## src/hdl/assert_macros.svh

```systemverilog
// Assertion macros shared by the RTL of the radix digit converter.
// No dependencies; included by modules that carry concurrent assertions.
`ifndef ASSERT_MACROS_SVH
`define ASSERT_MACROS_SVH

`ifndef SYNTHESIS
// Checked property, disabled while reset is asserted
`define RDC_ASSERT(lbl, clk, rstn, prop, msg) \
    lbl: assert property (@(posedge clk) disable iff (!rstn) prop) else $error(msg);
// Checked property that also holds during reset
`define RDC_ASSERT_ALWAYS(lbl, clk, prop, msg) \
    lbl: assert property (@(posedge clk) prop) else $error(msg);
`else
`define RDC_ASSERT(lbl, clk, rstn, prop, msg)
`define RDC_ASSERT_ALWAYS(lbl, clk, prop, msg)
`endif

`endif

```

## src/hdl/rdc_pkg.sv

```systemverilog
// Package for the radix digit converter: widths, radix limits and the
// structs between the sequencer and the bit-serial divider. No dependencies.
`default_nettype none

package rdc_pkg;

    // Input width and derived widths
    localparam int VALUE_WIDTH = 31;
    localparam int IDX_W       = $clog2(VALUE_WIDTH);
    localparam int CNT_W       = $clog2(VALUE_WIDTH + 1);
    localparam int DIGIT_W     = 6;

    // Radix limits
    localparam logic [DIGIT_W-1:0] RADIX_MIN   = DIGIT_W'(2);
    localparam logic [DIGIT_W-1:0] RADIX_MAX   = DIGIT_W'(36);
    localparam logic [DIGIT_W-1:0] RADIX_RESET = DIGIT_W'(10);

    // Sequencer to divider
    typedef struct packed {
        logic                   start;
        logic [VALUE_WIDTH-1:0] dividend;
        logic [DIGIT_W-1:0]     radix;
    } t_div_ctrl;

    // Divider to sequencer
    typedef struct packed {
        logic                   done;
        logic [VALUE_WIDTH-1:0] quotient;
        logic [DIGIT_W-1:0]     remainder;
    } t_div_stat;

    // Clamp a raw register write into the supported radix range
    function automatic logic [DIGIT_W-1:0] clamp_radix(input logic [DIGIT_W-1:0] raw);
        logic [DIGIT_W-1:0] r;
        r = raw;
        if (raw < RADIX_MIN) begin
            r = RADIX_MIN;
        end else if (raw > RADIX_MAX) begin
            r = RADIX_MAX;
        end
        return r;
    endfunction

endpackage

`default_nettype wire

```

## src/hdl/rdc_divider.sv

```systemverilog
// Bit-serial restoring divider: one quotient bit per cycle, remainder < radix.
// Depends on rdc_pkg and assert_macros.svh.
`default_nettype none
`include "assert_macros.svh"

module rdc_divider import rdc_pkg::*; (
    input  wire logic      i_clk,
    input  wire logic      i_rst_n,
    input  wire t_div_ctrl i_ctrl,
    output t_div_stat      o_stat
);

    logic                   r_busy;
    logic                   r_done;
    logic [IDX_W-1:0]       r_cnt;
    logic [VALUE_WIDTH-1:0] r_q;
    logic [DIGIT_W-1:0]     r_rem;
    logic [DIGIT_W-1:0]     r_rad;

    logic [DIGIT_W:0]       n_trial;
    logic                   n_bit;
    logic [DIGIT_W-1:0]     n_rem;

    // One restoring step: shift in the next dividend bit, subtract if it fits
    always_comb begin
        n_trial = {r_rem, r_q[VALUE_WIDTH-1]};
        n_bit   = (n_trial >= {1'b0, r_rad});
        n_rem   = n_bit ? DIGIT_W'(n_trial - {1'b0, r_rad}) : n_trial[DIGIT_W-1:0];
    end

    // Quotient bits replace dividend bits in the same shift register
    always_ff @(posedge i_clk) begin
        if (!i_rst_n) begin
            r_busy <= 1'b0;
            r_done <= 1'b0;
        end else begin
            r_done <= 1'b0;
            if (i_ctrl.start) begin
                r_busy <= 1'b1;
                r_cnt  <= '0;
                r_q    <= i_ctrl.dividend;
                r_rem  <= '0;
                r_rad  <= i_ctrl.radix;
            end else if (r_busy) begin
                r_q   <= {r_q[VALUE_WIDTH-2:0], n_bit};
                r_rem <= n_rem;
                r_cnt <= r_cnt + 1'b1;
                if (r_cnt == IDX_W'(VALUE_WIDTH - 1)) begin
                    r_busy <= 1'b0;
                    r_done <= 1'b1;
                end
            end
        end
    end

    assign o_stat.done      = r_done;
    assign o_stat.quotient  = r_q;
    assign o_stat.remainder = r_rem;

    `RDC_ASSERT(a_rem_below_radix, i_clk, i_rst_n, (r_busy || r_done) |-> (r_rem < r_rad),
        "divider remainder not below radix")
    `RDC_ASSERT(a_no_start_busy, i_clk, i_rst_n, i_ctrl.start |-> !r_busy,
        "divider restarted while busy")
    `RDC_ASSERT(a_done_ends_busy, i_clk, i_rst_n, $fell(r_busy) |-> r_done,
        "divider left busy without done")

endmodule

`default_nettype wire

```

## config.mk

```make
export PLATFORM = sky130hd
export DESIGN_NAME = rdc_divider
export DESIGN_NICKNAME = d
export VERILOG_FILES = /design/src/hdl/rdc_pkg.sv /design/src/hdl/rdc_divider.sv
export VERILOG_INCLUDE_DIRS = /design/src /design/src/hdl
export SDC_FILE = /design/constraint.sdc
export NUM_CORES = 1
export LEC_CHECK = 0
export ABC_AREA = 1
export BUFFER_PORTS_ARGS = -buffer_cell sky130_fd_sc_hd__buf_2
export CORE_MARGIN = 3
export CORE_UTILIZATION = 35
export CTS_BUF_LIST = sky130_fd_sc_hd__clkbuf_8
export DETAILED_ROUTE_END_ITERATION = 10
export PLACE_DENSITY = 0.65
export REMOVE_ABC_BUFFERS = 1
export SLEW_MARGIN = 20
export SYNTH_ARGS = -nofsm -noshare
export SYNTH_HDL_FRONTEND = slang
export SYNTH_SLANG_ARGS = --single-unit
```

## constraint.sdc

```tcl
create_clock -name i_clk -period 2.2 [get_ports i_clk]
set_input_delay 0.33 -clock i_clk [delete_from_list [all_inputs] [get_ports i_clk]]
set_output_delay 0.33 -clock i_clk [all_outputs]
set_load 0.005 [all_outputs]
```

Yosys cells after proc, flatten, opt, wreduce, memory -nomap -nowiden

Cells that the tools add are included.

Bits in registers: 50
Bits in latches: 0
Memory bits (writable): 0
ROM bits: 0
Word-level logic and storage cells: 25
Memories: 0

$add $sub $neg: 2
Multipliers: 0
Divide/modulo/power cells: 0
Order comparisons: 1
Equality and inequality tests: 1
Shift-type cells: 0
Muxes and demuxes: 9
Bitwise logic cells: 2
Reduce and logical (&&, ||, !) cells: 4

Operators with widths:

| kind                                         | number |
|---|---|
| two-way mux 31 bit                           | 2 |
| two-way mux 6 bit                            | 2 |
| greater-or-equal comparator 7 x 6 -> 1 bit   | 1 |
| subtractor 6 bit                             | 1 |
| adder 5 x 1 -> 5 bit (second input constant) | 1 |
| == test 5 bit (second input constant)        | 1 |
| two-way mux 5 bit                            | 1 |
| two-way mux 1 bit                            | 4 |
| AND reduction 2 bit                          | 2 |
| OR reduction 3 bit                           | 1 |
| inverter 1 bit                               | 2 |
| nonzero test 2 bit                           | 1 |

Depth between registers and ports, before layout

Depth after elaboration: 4
Depth in mapped cells: 11
Depth with buffers taken out: 11

Worst setup path after synthesis

OpenSTA, ideal clock, no wires.

Path kind: reg2reg
Start point: register r_q[30]
End point: register r_rem[4] (data pin)
Arrival time: 1474 ps
Required time: 1946 ps
Setup slack: 472 ps
Cell stages (with the launch flop): 11
Buffers on the path: 0
Clock period less this slack: 1728 ps
Cell sequence: edfxtp_1 inv_1 ha_1 fa_1 nand3b_1 nand3_1 nand2_1 nand2_1 nand2_1 nand2_1 nor2_2

Longest elaborated chain between the ends: 3
Elaborated cells on any way between the ends: 4
Classes of those cells: 1 x add/sub; 1 x order compare; 2 x mux

RTL lines:

| what                                                                           | line                                 | text |
|---|---|---|
| start: declaration                                                             | rdc_divider.sv:16                    | `logic [VALUE_WIDTH-1:0] r_q;` |
| start signal: assignment                                                       | rdc_divider.sv:41                    | `r_q <= i_ctrl.dividend;` |
| start signal: assignment                                                       | rdc_divider.sv:45                    | `r_q <= {r_q[VALUE_WIDTH-2:0], n_bit};` |
| subtractor 6 bit or greater-or-equal comparator 7 x 6 -> 1 bit (tied branches) | rdc_divider.sv:28, rdc_divider.sv:27 |  |
| two-way mux 6 bit *                                                            | rdc_divider.sv:28                    | `n_rem = n_bit ? DIGIT_W'(n_trial - {1'b0, r_rad}) : n_trial[DIGIT_W-1:0];` |
| two-way mux 6 bit *                                                            | rdc_divider.sv:44                    | `end else if (r_busy) begin` |
| end signal: assignment                                                         | rdc_divider.sv:46                    | `r_rem <= n_rem;` |
| end: declaration                                                               | rdc_divider.sv:17                    | `logic [DIGIT_W-1:0] r_rem;` |

Every way passes the cells marked *; elsewhere a longest branch is shown, timed or not. The select of a mux whose other input is x is not followed.
A chain may end at the register's enable or synchronous reset.

Worst setup path after layout

Start point: register r_rem[1]
End point: register r_rem[5] (data pin)

Longest elaborated chain between the ends: 3
Elaborated cells on any way between the ends: 4
Classes of those cells: 1 x add/sub; 1 x order compare; 2 x mux

RTL lines:

| what                                                                           | line |
|---|---|
| subtractor 6 bit or greater-or-equal comparator 7 x 6 -> 1 bit (tied branches) | rdc_divider.sv:28, rdc_divider.sv:27 |
| two-way mux 6 bit *                                                            | rdc_divider.sv:28 |
| two-way mux 6 bit *                                                            | rdc_divider.sv:44 |

Marks and branches as above.

==> impl_metrics.csv <==
group,metric,value,unit
run_status,status,"completed",
global_route,grt_pass1_wl,8.252,mm
timing,final_max_slew_viol_count,0,
synth,syn_area_per_cell,9.783,um^2
cts,htree_levels,2,
floorplan,num_rows,29,
global_route,grt_max_degree,37,
floorplan,die_h,89.43,um
finish,area_growth,22.75,%
drt,first_iter_violations,101,
synth,synth_top_family_by_area,"simple AND/OR/NAND/NOR gates",
critical_path,critPathKind,"reg2reg",
synth,netlist_area,2436,um^2
timing,tns,0,ns
synth,yosysSeqAreaShare,60.81,%
global_route,antenna_found_initial,0,
cts,cts_root_buf,"clkbuf_8",
cts,clock_sinks,50,
critical_path,end_kind,"flop",
power,leakagePower,1.464,nW
synth,synth-simple-area-share,26.14,%
placement,dpl_cell_area,2907,um^2
cts,cts_resized,0,
finish,finish.utilization,45.79,%
finish,fin_area,2990,um^2
cts,clk_latency,0.30,ns
timing,timing.slew.headroom,74.93,%
synth,synthCells,249,
power,cellPowerDensity,724.1,nW/um^2
global_route,grt_pass1_vias,1821,
critical_path,cp_max_fo,11,
synth,ys_ff_latch,50,
floorplan,core,6531,um^2
drt,ant_nets,0,
cts,cts_made_buffers,5,
timing,fin_crit_sh,84.88,%
timing,finalSetupViolations,0,
critical_path,start_kind,"flop",
synth,synth-xor-area-share,1.438,%
critical_path,required,2.27,ns
cts,cts_hold_buf,0,
placement,dp_hpwl,3.768,mm
timing,rsz0062_at_grt,"false",
floorplan,start_util,37.30,%
synth,synth_compound_area_share,1.387,%
timing,finClkSkew,0.005087,ns
drt,drtPass1Iterations,4,
placement,io_buffer_count,77,
drt,drt-vias-per-instance,4.554,
floorplan,ios,78,
drt,route.detailed.drc,0,
global_route,grt_usage,13.49,%
cts,cts_tree,"done",
synth,synthMuxAreaShare,0,%
drt,vias,1849,
floorplan,die_w,89.43,um
finish,n_fill_cell,647,
run,cap_violations,0,
global_route,overflow,0,
power,vdd_ir_drop_max,0.2846,mV
timing,max_freq,535.5,MHz
critical_path,critPathArrivalTime,1.94,ns
synth,yosysWarnings,0,
timing,hold_viol,0,
cts,clkTransAtPathRegs,0.09,ns
finish,nets,377,
cts,post-cts-setup-buffers,0,
synth,synth_fa_ha_area_share,5.444,%
drt,drt_wl_total,5.140,mm
synth,synth.distinct_cells,26,
finish,drive_above_1_share,30.18,%
timing,worst_slew_pin_slew,0.3760,ns
placement,place_congestion,0.8069,
cts,cts.path.max_buffers,2,
worst_hold_path,hold_class,"in2reg",
drt,wl_per_cell,12.66,um
floorplan,die_area,7998,um^2
timing,period_minus_slack,1.867,ns
area by class of cell:
type                       instances  area, um^2  area share [%]
multi-input combinational        172       840.8           28.12
clock inverter                     3       12.51          0.4184
antenna                            1       2.502         0.08368
inverter                          18       67.56           2.259
clock buffer                       5       68.82           2.301
tap                               77       96.34           3.222
timing repair buffer              80       420.4           14.06
sequential                        50        1481           49.54
cell families after synthesis:
family / count (synthesis)
buf+inv: 27
xor+xnor: 4
flops: 50
fa+ha+maj: 10
simple gates: 154
compound gates: 4
synthesized netlist by cell type:
cell,count,area share [%]
buf_1,1,0.15
a21oi_2,3,1.1
buf_2,3,0.62
buf_6,1,0.46
clkbuf_1,3,0.46
dfxtp_1,2,1.6
nand2_1,118,18
inv_1,17,2.6
nor3_1,2,0.41
xnor2_1,1,0.36
nor2_1,11,1.7
edfxtp_1,48,59
ha_1,9,4.6
xor2_1,3,1.1
or2_2,1,0.26
clkinv_1,1,0.15
or2_1,1,0.26
nor2_2,3,0.77
nand4_1,2,0.51
nand2_2,3,0.77
o21a_1,1,0.31
nand3_2,2,0.82
buf_4,1,0.31
nand3b_1,2,0.62
nand3_1,9,1.8
fa_1,1,0.82
metal layers:
layer  part of all wire (%)  track usage [%]  vias to the layer above
li1                       -                -                      957
met1                     45            16.93                      841
met2                     48            22.64                       47
met3                    6.2            3.779                        4
met4                   0.91            4.060                        0
met5                      0                0                        -
cell usage in the layout, fill, tap and decap left out, types with 2 or more instances in the layout:
master / n
nand3b_1: 2
nand2_1: 117
nand3_2: 2
edfxtp_1: 48
ha_1: 9
nor2_1: 11
a21oi_2: 3
clkbuf_8: 5
clkinv_1: 2
buf_2: 77
nand2_2: 4
xor2_1: 3
dfxtp_1: 2
nor2_2: 3
nand4_1: 2
nand3_1: 9
buf_4: 2
nor3_1: 2
inv_1: 18
worst max-delay path, cell delays in order, from the launching register on:
cell	delay, ns
edfxtp_1	0.42
ha_1	0.41
a21oi_2	0.20
nand3_1	0.08
nand2_1	0.09
nand2_2	0.16
nand2_1	0.14
nand2_1	0.07
nand2_1	0.05
inv_1	0.03
worst paths after layout:
kind	cells after the start	from	slack, ns	to
worst min-delay path	1	i_ctrl[4]	0.20	r_rad[4]
worst max-delay path	9	r_rem[1]	0.33	r_rem[5]
worst max register to register	9	r_rem[1]	0.33	r_rem[5]
worst min register to register	2	r_busy	0.48	r_done
state kept, by name (all words and copies together) (netlist names):
name	cells
r_busy	1
r_rem	6
r_cnt	5
r_done	1
r_rad	6
r_q	31
power by group:
| part | switching, mW | internal (mW) |
|---|---|---|
| Clock | 0.299 | 0.215 |
| Combinational | 0.254 | 0.188 |
| Sequential | 0.0512 | 1.16 |
stage by stage:
step                hold WS (ns)  instances  total power, mW  worst slack, ns
finish                    0.1968        406            2.165           0.3327
global route              0.1913        405            2.298           0.1292
CTS                       0.1907        405            2.194           0.3255
detailed placement        0.4731        397            1.680           0.3344
global placement          0.4691        397            1.672           0.3805
floorplan                 0.4089        240            1.496           0.4558
No activity file was read; power rests on OpenSTA's default activity.
