File: config.mk
export PLATFORM = sky130hd
export DESIGN_NAME = rdc_digit_stack
export DESIGN_NICKNAME = d
export VERILOG_FILES = /design/src/hdl/assert_macros.svh /design/src/hdl/rdc_pkg.sv /design/src/hdl/rdc_digit_stack.sv
export SDC_FILE = /design/constraint.sdc
export NUM_CORES = 1
export LEC_CHECK = 0
export ABC_AREA = 1
export BUFFER_PORTS_ARGS = -buffer_cell sky130_fd_sc_hd__buf_2
export CORE_MARGIN = 2
export CORE_UTILIZATION = 65
export DETAILED_ROUTE_END_ITERATION = 10
export PLACE_DENSITY = 0.83
export SLEW_MARGIN = 20
export SYNTH_ARGS = -nofsm -noshare
export SYNTH_HDL_FRONTEND = slang
export SYNTH_SLANG_ARGS = --single-unit
File: constraint.sdc
create_clock -name i_clk -period 1.9 [get_ports i_clk]
set_input_delay 0.38 -clock i_clk [delete_from_list [all_inputs] [get_ports i_clk]]
set_output_delay 0.38 -clock i_clk [all_outputs]
set_load 0.01 [all_outputs]
File: src/hdl/assert_macros.svh
// Assertion macros shared by the RTL of the radix digit converter.
// No dependencies; included by modules that carry concurrent assertions.
`ifndef ASSERT_MACROS_SVH
`define ASSERT_MACROS_SVH

`ifndef SYNTHESIS
// Checked property, disabled while reset is asserted
`define RDC_ASSERT(lbl, clk, rstn, prop, msg) \
    lbl: assert property (@(posedge clk) disable iff (!rstn) prop) else $error(msg);
// Checked property that also holds during reset
`define RDC_ASSERT_ALWAYS(lbl, clk, prop, msg) \
    lbl: assert property (@(posedge clk) prop) else $error(msg);
`else
`define RDC_ASSERT(lbl, clk, rstn, prop, msg)
`define RDC_ASSERT_ALWAYS(lbl, clk, prop, msg)
`endif

`endif

File: src/hdl/rdc_pkg.sv
// Package for the radix digit converter: widths, radix limits and the
// structs between the sequencer and the bit-serial divider. No dependencies.
`default_nettype none

package rdc_pkg;

    // Input width and derived widths
    localparam int VALUE_WIDTH = 31;
    localparam int IDX_W       = $clog2(VALUE_WIDTH);
    localparam int CNT_W       = $clog2(VALUE_WIDTH + 1);
    localparam int DIGIT_W     = 6;

    // Radix limits
    localparam logic [DIGIT_W-1:0] RADIX_MIN   = DIGIT_W'(2);
    localparam logic [DIGIT_W-1:0] RADIX_MAX   = DIGIT_W'(36);
    localparam logic [DIGIT_W-1:0] RADIX_RESET = DIGIT_W'(10);

    // Sequencer to divider
    typedef struct packed {
        logic                   start;
        logic [VALUE_WIDTH-1:0] dividend;
        logic [DIGIT_W-1:0]     radix;
    } t_div_ctrl;

    // Divider to sequencer
    typedef struct packed {
        logic                   done;
        logic [VALUE_WIDTH-1:0] quotient;
        logic [DIGIT_W-1:0]     remainder;
    } t_div_stat;

    // Clamp a raw register write into the supported radix range
    function automatic logic [DIGIT_W-1:0] clamp_radix(input logic [DIGIT_W-1:0] raw);
        logic [DIGIT_W-1:0] r;
        r = raw;
        if (raw < RADIX_MIN) begin
            r = RADIX_MIN;
        end else if (raw > RADIX_MAX) begin
            r = RADIX_MAX;
        end
        return r;
    endfunction

endpackage

`default_nettype wire

File: src/hdl/rdc_digit_stack.sv
// Digit stack memory: one write port, one registered read port.
// Depends on rdc_pkg.
`default_nettype none

module rdc_digit_stack import rdc_pkg::*; (
    input  wire logic               i_clk,
    input  wire logic               i_we,
    input  wire logic [IDX_W-1:0]   i_waddr,
    input  wire logic [DIGIT_W-1:0] i_wdata,
    input  wire logic               i_re,
    input  wire logic [IDX_W-1:0]   i_raddr,
    output logic      [DIGIT_W-1:0] o_rdata
);

    logic [DIGIT_W-1:0] r_mem [VALUE_WIDTH];

    // Write port
    always_ff @(posedge i_clk) begin
        if (i_we) begin
            r_mem[i_waddr] <= i_wdata;
        end
    end

    // Registered read, held until the next read
    always_ff @(posedge i_clk) begin
        if (i_re) begin
            o_rdata <= r_mem[i_raddr];
        end
    end

endmodule

`default_nettype wire

# --- Word level (Yosys, flattened, before mapping) ---
# Memory sizes are Yosys's and may differ from the RTL's. A register that Yosys moved wholly into a read port is not among the register bits.
# Index checks and enable logic that the tools add are counted.
totals:
  latchBits: 0
  word_cells: 3
  mem_bits_rw: 186
  romBits: 0
  memories: 1
  output_inout_bits: 6
  regBits: 0
  in_bits: 19
memory_table:
  columns: ["memory", "depth", "width", "rd", "rd_ports_with_merged_regs", "write_ports", "line", "source"]
  rows:
  - ["r_mem", 31, 6, 1, 1, 1, "rdc_digit_stack.sv:15", "logic [DIGIT_W-1:0] r_mem [VALUE_WIDTH];"]
op_classes:
  n_reduce_logical: 0
  n_div: 0
  n_mul: 0
  n_lt_le_gt_ge: 0
  shift: 0
  addsub: 0
  n_mux: 2
  eq_ne: 0
  n_bitwise: 0
op_table:
  columns: ["operator", "count"]
  rows:
  - ["2-to-1 mux 1 bit", 2]

# --- Longest topological paths before layout ---
# Gate-level depths: netlist (run 1).
depth:
  word_depth: 2
  ltp_mapped: 11
  mapped_depth_nobuf: 9

# --- Least setup slack after synthesis (run 1) ---
# OpenSTA, ideal clock, no wires.
synth_path:
  kind: "input -> register"
  from: "input i_raddr[1]"
  to: "register o_rdata[3] (read register of r_mem), data pin"
  setup_slack_ps: 547
  arrival_ps: 1101
  cell_stages: 10
  required_ps: 1648
  setup_time_ps: 252
  path_cell_list: "buf_2 inv_2 buf_4 nand3_1 nand3_1 nand2_1 nand2_1 nand2_1 nand2_1 nand2_1"
synth_lines:
  columns: ["item", "line", "source"]
  rows:
  - ["start: declaration", "rdc_digit_stack.sv:11", "input wire logic [IDX_W-1:0] i_raddr,"]
  - ["end: declaration", "rdc_digit_stack.sv:12", "output logic [DIGIT_W-1:0] o_rdata"]

==> metrics.txt, run 1 <==
Final setup violation count=0; drc violations=0; share of synthesized cell area in full adder, half adder and majority cells=0%; sum of internal, switching and leakage power=8.60 mW; buffers from clock root to sink, at most=2; TritonCTS clock tree=built; ratio of cells with drive above 1 in the final layout=between 10% and 20%; Relative slew margins=54.9%; Yosys Warn Count=0; simple logic cell fraction of the synthesized area=23.3%; maximum fanout encountered on the critical timing path=13; height of the chip=114 um; post-synthesis mux area share=0%; Hold Fails Final Rpt=0; number of buffer cells added on primary ports=24; Largest delay share family, worst path=buffers and inverters; final critical delay including setup and external delays=1.42 ns; most common cell type on the critical path=sky130_fd_sc_hd__nand3_1; Final Wtd Congestion=0.888; most frequent cells in the layout=sky130_fd_sc_hd__nand2_1, sky130_fd_sc_hd__edfxtp_1, sky130_fd_sc_hd__nand3_1, sky130_fd_sc_hd__nor2_1, sky130_fd_sc_hd__buf_4; CP cell instances=buf_2, inv_2, buf_4, nand3_1, nand3_1, nand3_1, nand3_1, nand2_1; sequential cell area fraction in the yosys report=72.9%; Worst-Skew Late Latency=~0.43 ns; final net count=roughly 750; final setup TNS=0 ns; result of the run=completed; Post-Syn Area=0.00791 sq mm; Setup Crit Path Kind=in -> reg; Tcrit/Tclk final=between 70% and 80%; DRT antenna net count=0; floorplan core area=0.0120 sq mm; first-pass GRT wire length=between 20,000 and 30,000 um; total detailed-routing wirelength=17,500 um; leading area contributor after synthesis=sky130_fd_sc_hd__edfxtp_1; cells taking the most area after synthesis=sky130_fd_sc_hd__edfxtp_1, sky130_fd_sc_hd__nand2_1, sky130_fd_sc_hd__nand3_1; post-synthesis average cell area=11.7 sq um; final cell count without fillers=888; width of the die=114 um; DP Wirelength=10,700 um; cells resized by post-CTS repair=0; number of buffers inserted to repair setup after CTS=0; startpoint types=primary input; Max Transition Viols Final=0; buffer cell driving the clock tree root=sky130_fd_sc_hd__clkbuf_16; post-detailed-route wirelength per cell=19.7 um; Remaining Overflow, GRT=0; TritonCTS buffer count=17; power per cell area=between 900 and 1000 mW/mm^2; detailed-route via count=5,422; hold_buf cts=0; number of sinks on the clock net=between 150 and 200; buffering stage count on the worst path with inverters included=3; Max Clk Rate=between 700 and 800 MHz; Tightest Pin Transition=0.677 ns; area fraction in compound gates after synthesis=0%; Cells after Synth=677; relative area change from synthesis to final layout=12.6%; XOR/XNOR share of the synthesized area=0%; maximum number of pins on one net before global-route repair=between 50 and 60; number of storage elements in the synthesis netlist=192; Inserted Diodes=0; placed cell count=between 800 and 900; violation count after the first detailed-route iteration=756; htree depth=4; main combinational cell family by area after synthesis=simple AND/OR/NAND/NOR gates; vias in the first global route=roughly 5,400; area enclosed by the die boundary=0.0131 sq mm; Leak=3.33 nW; Critical Path Sink Type=flop; Vias per Instance=6.11; overall fraction of global-route tracks in use=29.1%; number of nets produced by synthesis=696; worst stage delay on the critical path=approximately 0.26 ns; setup repair after global routing missed its margin=no; Starting Density=between 60% and 70%; share of the synthesized area in the top cell type=72.9%; worst path required time=2.09 ns; num ports=25; most common cell after layout, fill and taps aside=sky130_fd_sc_hd__nand2_1; worst-path cell with the longest stage delay=sky130_fd_sc_hd__buf_4; Clock Skew=0.00735 ns; first-pass iteration count of the detailed router=8; initial antenna violation count=0; IR drop worst, VDD=0.000702 V; clock transition at the registers of the reported paths=~0.07 ns; max-cap violations=0; worst min-delay path category=in -> reg; final cell utilization of the core=74.4%; Worst Path Arrival=around 1.6 ns; number of placement rows=40; post-synth cell types=11
## state kept, by name (all words and copies together), names as in the netlist
name	flops
r_mem	186
o_rdata	6
## Yosys cell counts (all sizes together)
master	number
buf	34
clkbuf	2
edfxtp	192
inv	10
nand2	240
nand3	156
nor2	43
## power by group
part           leakage [nW]  switching [mW]  internal (mW)
combinational          1.35           0.408          0.170
clock                 0.251            1.49           1.80
sequential             1.74          0.0161           4.72
## per-layer routing
layer  vias to the layer above  global-route usage (%)  share of wire [%]
met3                        51                    5.56                9.3
met2                       326                    48.4                 50
met5                         -                       0                  0
met1                      2590                    38.0                 38
met4                         0                    12.7                3.2
li1                       2455                       -                  -
## worst paths after layout
kind / from / end / slack (ns) / cells after the start
worst min-delay path: i_re / o_rdata[1]$_DFFE_PP_ / 0.29 / 1
worst max-delay path: i_raddr[1] / o_rdata[1]$_DFFE_PP_ / 0.48 / 8
worst min register to register: r_mem[20][4]$_DFFE_PP_ / o_rdata[4]$_DFFE_PP_ / 0.80 / 6
worst max register to register: r_mem[13][3]$_DFFE_PP_ / o_rdata[3]$_DFFE_PP_ / 0.59 / 8
## metrics by stage
stage	hold slack [ns]	area (sq um)	worst slack [ns]
floorplan	0.479	7910	0.547
global placement	0.702	8350	0.188
detailed placement	0.718	8350	0.107
CTS	0.283	8900	0.472
global route	0.294	8900	0.417
finish	0.291	8900	0.480
## layout make-up
cell class,count,area [sq um]
sequential,192,5770
fill,742,3060
multi-input combinational,439,1840
timing repair buffer,68,513
clock buffer,19,433
tap,147,184
clock inverter,13,116
inverter,10,42.5
## cells by family after synthesis
family | Yosys count
buffers and inverters | 46
flip-flops | 192
AND/OR/NAND/NOR | 439
Power figures use the tool's default switching activity.
==> inputs of run 2 (changes only) <==
--- a/config.mk
+++ b/config.mk
@@ -5,12 +5,12 @@
 export SDC_FILE = /design/constraint.sdc
 export NUM_CORES = 1
 export LEC_CHECK = 0
-export ABC_AREA = 1
+export ABC_AREA = 0
 export BUFFER_PORTS_ARGS = -buffer_cell sky130_fd_sc_hd__buf_2
 export CORE_MARGIN = 2
-export CORE_UTILIZATION = 65
+export CORE_UTILIZATION = 61
 export DETAILED_ROUTE_END_ITERATION = 10
-export PLACE_DENSITY = 0.83
+export PLACE_DENSITY = 0.78
 export SLEW_MARGIN = 20
 export SYNTH_ARGS = -nofsm -noshare
 export SYNTH_HDL_FRONTEND = slang
==> constraint.sdc (replaced) <==
create_clock -name i_clk -period 1.5 [get_ports i_clk]
set_input_delay 0.3 -clock i_clk [delete_from_list [all_inputs] [get_ports i_clk]]
set_output_delay 0.3 -clock i_clk [all_outputs]
set_load 0.01 [all_outputs]
==> run 2 against run 1 <==
The run now ends with negative setup slack left. Non-clock buffer count up 25. Hold slack worse by 0.097 ns. Final area up 1.4%. Die area up 2.4%. Synthesized cell count down 43%. First-iteration DRC count down 38%. Clock skew about the same. Via count down 23%. Critical path type is now reg -> reg. Highest routed layer is now met5.
==> metrics.txt, run 2 <==
failing checks=negative setup slack; R2R Path End=o_rdata[0]$_DFFE_PP_; leading area contributor after synthesis=sky130_fd_sc_hd__edfxtp_1; TritonCTS clock tree=built; Remaining Overflow, GRT=0 (unchanged); DP Wirelength=11,100 um (+3.3%); cell area after placement=0.00849 sq mm (+1.6%); max-cap violations=0 (unchanged); post-synthesis average cell area=19.6 sq um (+68%); area enclosed by the die boundary=0.0134 sq mm (+2.4%); Yosys Warn Count=0 (unchanged); number of buffers inserted to repair setup after CTS=0 (unchanged); final critical delay including setup and external delays=1.64 ns; Tcrit/Tclk final=109%; Vias per Instance=6.29 (+3.0%); worst path required time=1.67 ns (-0.42 ns); final cell area excluding filler cells=0.00902 sq mm (+1.4%); worst min-delay path category=in -> reg; most common flop cell mapped by yosys=sky130_fd_sc_hd__edfxtp_1; setup repair after global routing missed its margin=yes; most frequent cells in the layout=sky130_fd_sc_hd__edfxtp_1, sky130_fd_sc_hd__buf_4, sky130_fd_sc_hd__mux4_2, sky130_fd_sc_hd__nor2_1, sky130_fd_sc_hd__buf_2; Hold Fails Final Rpt=0 (unchanged); Max Transition Viols Final=0 (unchanged); Relative slew margins=59.6% (+4.7 points); maximum fanout encountered on the critical timing path=1 (-12); total detailed-routing wirelength=16,600 um (-5.3%); num ports=25 (unchanged); post-detailed-route wirelength per cell=25.1 um (+27%); number of placement rows=40 (unchanged); buffer cell driving the clock tree root=sky130_fd_sc_hd__clkbuf_16; vias in the first global route=4,238 (-21%); number of cells on the worst reg-to-reg path=4 (-4); Clock Skew=0.00749 ns (+0.000140 ns); number of buffer cells added on primary ports=24 (unchanged); first-pass iteration count of the detailed router=6 (-2); Max Clk Rate=~610 MHz; worst-path cell with the longest stage delay=sky130_fd_sc_hd__mux4_2; number of storage elements in the synthesis netlist=192 (unchanged); power per cell area=1190 mW/mm^2 (+23%); share of flip-flops with an asynchronous set or reset=0% (unchanged); Worst-Skew Late Latency=0.43 ns (about the same); DRT antenna net count=0 (unchanged); Hold EP=o_rdata[3]$_DFFE_PP_; worst stage delay on the critical path=0.47 ns (+0.21 ns); clock transition at the registers of the reported paths=0.06 ns (about the same); Inserted Diodes=0 (unchanged); first-pass GRT wire length=25,300 um (-9.4%); cells taking the most area after synthesis=sky130_fd_sc_hd__edfxtp_1, sky130_fd_sc_hd__mux4_2, sky130_fd_sc_hd__mux2i_1; violation count after the first detailed-route iteration=467 (-38%); relative area change from synthesis to final layout=18.7%; number of nets produced by synthesis=406 (-42%); share of the synthesized area in the top cell type=75.8% (+2.9 points); overall fraction of global-route tracks in use=27.3% (-1.8 points); sequential cell area fraction in the yosys report=75.8% (+2.9 points); TritonCTS buffer count=17 (unchanged); number of sinks on the clock net=192 (unchanged); startpoint types=flop; Setup Crit Path Kind=reg -> reg; Starting Density=62.8% (-3.3 points); floorplan core area=0.0121 sq mm (+1.3%); width of the die=116 um (+1.2%); Cells after Synth=387 (-43%); maximum number of pins on one net before global-route repair=33 (-43%); Leak=3.05 nW (-8.5%); largest registers ranked by flip-flop count=r_mem x186, o_rdata x6; Top reg by flops=r_mem; initial antenna violation count=2 (+2); Tightest Pin Transition=0.606 ns (-0.0711 ns); htree depth=4 (unchanged); IR drop worst, VDD=0.000843 V (+20%); hold wc startpoint=i_re; Final Wtd Congestion=0.862 (-2.9%); Post-Syn Area=0.00760 sq mm (-3.8%); final hold slack=0.194 ns (-0.0969 ns); Final setup violation count=6 (+6); buffers from clock root to sink, at most=2 (unchanged); result of the run=finished with violations; height of the chip=116 um (+1.2%); number of synthesized flops with an enable pin=192 (unchanged); Register-to-Register Setup Slack=-0.14 ns (-0.73 ns); most used standard cell by instance count after synthesis=sky130_fd_sc_hd__edfxtp_1; Commonest cells post-synth=sky130_fd_sc_hd__edfxtp_1, sky130_fd_sc_hd__nor2_1, sky130_fd_sc_hd__mux4_2; Worst Path Arrival=1.81 ns (+0.20 ns); CP cell instances=mux4_2, a22o_1, a221oi_2, nand3_1; final worst slack=-0.139 ns (-0.620 ns); drc violations=0 (unchanged); most common cell after layout, fill and taps aside=sky130_fd_sc_hd__edfxtp_1; Critical Path Sink Type=flop; RR Startpoint=r_mem[15][0]$_DFFE_PP_; flip-flop count of the largest register, all copies and words added=186 (unchanged); ratio of cells with drive above 1 in the final layout=33.9% (+20 points); post-synth cell types=38 (+27); final net count=500 (-33%); detailed-route via count=4,156 (-23%); number of stages on the worst hold path=1 (unchanged)
[run 2: cell types whose count changed after synthesis, moves of 7 or more]
cell | before | now
sky130_fd_sc_hd__mux4_2 | 0 | 29
sky130_fd_sc_hd__nor2_1 | 43 | 34
sky130_fd_sc_hd__a22oi_1 | 0 | 10
sky130_fd_sc_hd__buf_2 | 14 | 7
sky130_fd_sc_hd__inv_1 | 8 | 1
sky130_fd_sc_hd__nand3_1 | 156 | 10
sky130_fd_sc_hd__mux2i_1 | 0 | 22
sky130_fd_sc_hd__nand2_1 | 240 | 11
sky130_fd_sc_hd__buf_4 | 13 | 3
[run 2: per-layer routing]
layer  GRT usage [%]  part of all wire (%)  wire, um
met2            43.8                    51      8390
met4            8.89                   1.3       221
met3            5.91                   6.8      1120
met5               0                  0.17        28
met1            38.4                    41      6810
[run 2: cell families after synthesis]
| logic type | synth area share, % |
|---|---|
| DFF | 75.8 |
| and+or+nand+nor | 6.07 |
| muxes | 13.7 |
| AOI/OAI and AO/OA | 2.67 |
| buffers and inverters | 1.71 |
[run 2: what timing repair did]
| action | in CTS | in global routing |
|---|---|---|
| endpoints found under the setup margin | 6 | 6 |
| gates resized for setup | 7 | 2 |
| hold buffers | 0 | 0 |
| pin swaps | 11 | 2 |
[run 2: area by class of cell]
type / instances / area [sq um]
well taps: 168 / 210
fillers: 730 / 3090
flip-flops and latches: 192 / 5770
clock buffers: 21 / 440
inverters: 1 / 3.75
clock inverters: 10 / 71.3
multi-input cells: 176 / 1800
repair buffers: 93 / 738
[run 2: how the worst max path moves through the flow]
stage                      startpoint                   end  cells past startpoint
5_1_grt        r_mem[14][0]$_DFFE_PP_  o_rdata[0]$_DFFE_PP_                      4
6_report       r_mem[15][0]$_DFFE_PP_  o_rdata[0]$_DFFE_PP_                      4
2_1_floorplan              i_raddr[0]  o_rdata[5]$_DFFE_PP_                      6
3_3_place_gp               i_raddr[0]  o_rdata[0]$_DFFE_PP_                      6
4_1_cts        r_mem[15][0]$_DFFE_PP_  o_rdata[0]$_DFFE_PP_                      4
3_5_place_dp               i_raddr[0]  o_rdata[0]$_DFFE_PP_                      6
[run 2: critical path: cells and delay by family, from the launching register on]
kind | cells | cell delay, ns
multiplexers | 1 | 0.47
AO/OA/AOI/OAI | 2 | 0.45
flip-flops | 1 | 0.37
AND/OR/NAND/NOR | 1 | 0.10
[run 2: power breakdown]
group          internal (mW)  switching (mW)  total [mW]
clock network           2.24            1.78        4.01
registers               5.99          0.0223        6.01
logic                  0.303           0.395       0.697
[run 2: metrics by stage]
| step | setup slack [ns] | instances | utilization [%] | TNS (ns) | power [mW] |
|---|---|---|---|---|---|
| 6_report | -0.139 | 661 | 74.5 | -0.624 | 10.7 |
| 4_1_cts | -0.144 | 661 | 74.5 | -0.595 | 10.7 |
| 3_3_place_gp | -0.438 | 630 | 70.1 | -11.57 | 6.77 |
| 5_1_grt | -0.191 | 661 | 74.5 | -0.846 | 11.0 |
| 3_5_place_dp | -0.470 | 630 | 70.1 | -14.30 | 6.80 |
| 2_1_floorplan | -0.178 | 387 | - | -1.33 | 6.46 |
==> inputs of run 3 (changes only) <==
--- a/config.mk
+++ b/config.mk
@@ -7,10 +7,11 @@
 export LEC_CHECK = 0
 export ABC_AREA = 0
 export BUFFER_PORTS_ARGS = -buffer_cell sky130_fd_sc_hd__buf_2
+export CAP_MARGIN = 30
 export CORE_MARGIN = 2
-export CORE_UTILIZATION = 61
+export CORE_UTILIZATION = 30
 export DETAILED_ROUTE_END_ITERATION = 10
-export PLACE_DENSITY = 0.78
+export PLACE_DENSITY = 0.44
 export SLEW_MARGIN = 20
 export SYNTH_ARGS = -nofsm -noshare
 export SYNTH_HDL_FRONTEND = slang
==> run 3 against run 2 <==
The run still ends with negative setup slack left. Die area up 99%. Core utilization down 37 points. Final cell count up 26%. Sequential cell count unchanged. Routed wire length up 13%. Maximum frequency down 4.5%. Worst setup slack worse by 0.078 ns. Final area up 4.2%. Largest cell class unchanged.
==> metrics.txt, run 3 (synthesized netlist as in run 2, its figures left out) <==
most frequent cells in the layout=sky130_fd_sc_hd__edfxtp_1, sky130_fd_sc_hd__buf_4, sky130_fd_sc_hd__mux4_2, sky130_fd_sc_hd__nor2_1, sky130_fd_sc_hd__buf_2; Remaining Overflow, GRT=0 (unchanged); clock transition at the registers of the reported paths=0.07 ns (about the same); largest registers ranked by flip-flop count=r_mem x186, o_rdata x6; power per cell area=1170 mW/mm^2 (-1.1%); violation count after the first detailed-route iteration=368 (-21%); DRT antenna net count=0 (unchanged); number of sinks on the clock net=192 (unchanged); number of placement rows=58 (+45%); htree depth=4 (unchanged); startpoint types=flop; area enclosed by the die boundary=0.0266 sq mm (+99%); height of the chip=163 um (+41%); IR drop worst, VDD=0.000679 V (-20%); setup repair after global routing missed its margin=yes; final cell count without fillers=831 (+26%); first-pass GRT wire length=28,000 um (+11%); floorplan core area=0.0250 sq mm (+110%); Worst Path Arrival=1.90 ns (+0.09 ns); final hold slack=0.190 ns (-0.00456 ns); Worst-Skew Late Latency=0.44 ns (about the same); Tightest Pin Transition=0.599 ns (-0.00701 ns); relative contribution of combinational cells to total power=6.9% (+0.4 points); Hold Fails Final Rpt=0 (unchanged); width of the die=163 um (+41%); placed cell count=799 (+27%); clock network fraction of total power=38.8% (+1.4 points); Leak=3.13 nW (+2.6%); max-cap violations=0 (unchanged); num ports=25 (unchanged); final worst slack=-0.217 ns (-0.0780 ns); internal power of the cells=8.49 mW (-0.46%); number of stages on the worst hold path=1 (unchanged); overall fraction of global-route tracks in use=15.0% (-12 points); buffers from clock root to sink, at most=2 (unchanged); Final setup violation count=6 (unchanged); drc violations=0 (unchanged); TritonCTS buffer count=17 (unchanged); relative area change from synthesis to final layout=23.7%; failing checks=negative setup slack; Top reg by flops=r_mem; Max Transition Viols Final=0 (unchanged); Final Wtd Congestion=0.757 (-12%); worst min-delay path category=in -> reg; maximum fanout encountered on the critical timing path=1 (unchanged); maximum number of pins on one net before global-route repair=32 (-3.0%); Tcrit/Tclk final=114% (+5.2 points); Starting Density=30.4% (-32 points); first-pass iteration count of the detailed router=5 (-1); TritonCTS clock tree=built; switching share of total power=23.2% (+2.7 points); Max Clk Rate=582 MHz (-4.5%); initial antenna violation count=0 (-2); Vias per Instance=4.74 (-25%); buffer cell driving the clock tree root=sky130_fd_sc_hd__clkbuf_16; Relative slew margins=60.1% (+0.47 points); Setup Crit Path Kind=reg -> reg; number of buffers inserted to repair setup after CTS=0 (unchanged); number of cells on the worst reg-to-reg path=4 (unchanged); Inserted Diodes=0 (unchanged); final critical delay including setup and external delays=1.72 ns (+0.0780 ns); sequential power share=54.3% (-1.8 points); post-detailed-route wirelength per cell=22.6 um (-9.7%); final net count=507 (+1.4%); most common cell after layout, fill and taps aside=sky130_fd_sc_hd__edfxtp_1; vias in the first global route=4,208 (-0.71%); detailed-route via count=3,935 (-5.3%); Critical Path Sink Type=flop; ratio of cells with drive above 1 in the final layout=37.1% (+3.3 points); Switch Pwr=2.56 mW (+17%); total detailed-routing wirelength=18,800 um (+13%); DP Wirelength=12,700 um (+15%); Clock Skew=0.0112 ns (+0.00367 ns); flip-flop count of the largest register, all copies and words added=186 (unchanged); worst path required time=1.68 ns (about the same); number of buffer cells added on primary ports=24 (unchanged); result of the run=finished with violations
-- run 3: final timing paths --
| check | start | end | slack [ns] |
|---|---|---|---|
| max | r_mem[15][0]$_DFFE_PP_ | o_rdata[0]$_DFFE_PP_ | -0.22 |
| min | i_re | o_rdata[1]$_DFFE_PP_ | 0.19 |
| max reg2reg | r_mem[15][0]$_DFFE_PP_ | o_rdata[0]$_DFFE_PP_ | -0.22 |
| min reg2reg | r_mem[10][3]$_DFFE_PP_ | o_rdata[3]$_DFFE_PP_ | 0.74 |
-- run 3: critical path, cell delays in order, from the launching register on --
cell,delay [ns]
sky130_fd_sc_hd__edfxtp_1,0.37
sky130_fd_sc_hd__mux4_2,0.52
sky130_fd_sc_hd__a22o_4,0.28
sky130_fd_sc_hd__a221oi_2,0.20
sky130_fd_sc_hd__nand3_1,0.10
-- run 3: per-stage QoR --
stage | utilization [%] | setup WS (ns) | power, mW | instance area, sq um | setup TNS (ns)
2_1_floorplan | - | -0.178 | 6.46 | 7680 | -1.33
3_3_place_gp | 35.2 | -0.653 | 6.87 | 8800 | -15.45
3_5_place_dp | 35.2 | -0.664 | 6.88 | 8800 | -16.27
4_1_cts | 37.6 | -0.204 | 11.2 | 9410 | -0.747
5_1_grt | 37.6 | -0.246 | 11.4 | 9410 | -1.03
6_report | 37.6 | -0.217 | 11.0 | 9410 | -0.761
-- run 3: repair_timing --
item                       4_1_cts  5_1_grt
hold endpoints to repair         0        0
resized for setup               12        3
setup endpoints to repair        6        6
pin swaps                       10        2
hold buffers                     0        0
-- run 3: metal layers --
metal	up-vias	wire length [um]	global-route usage [%]
li1	1794	-	-
met1	2047	8820	21.0
met2	82	9190	24.1
met3	12	612	2.69
met4	0	180	4.10
met5	-	0	0
-- run 3: power groups by stage --
stage / registers (mW) / logic [mW] / clock network, mW
final: 6.00 / 0.764 / 4.28
after global routing: 6.00 / 0.829 / 4.59
after CTS: 6.00 / 0.780 / 4.37
after detailed placement: 6.12 / 0.758 / 0
after global placement: 6.12 / 0.753 / 0
after floorplan: 6.12 / 0.341 / 0
-- run 3: cell type report --
class	count	area [sq um]
well taps	330	413
flip-flops and latches	192	5770
inverters	1	3.75
clock buffers	17	425
clock inverters	15	121
multi-input cells	176	1820
repair buffers	100	862
fillers	2317	15600
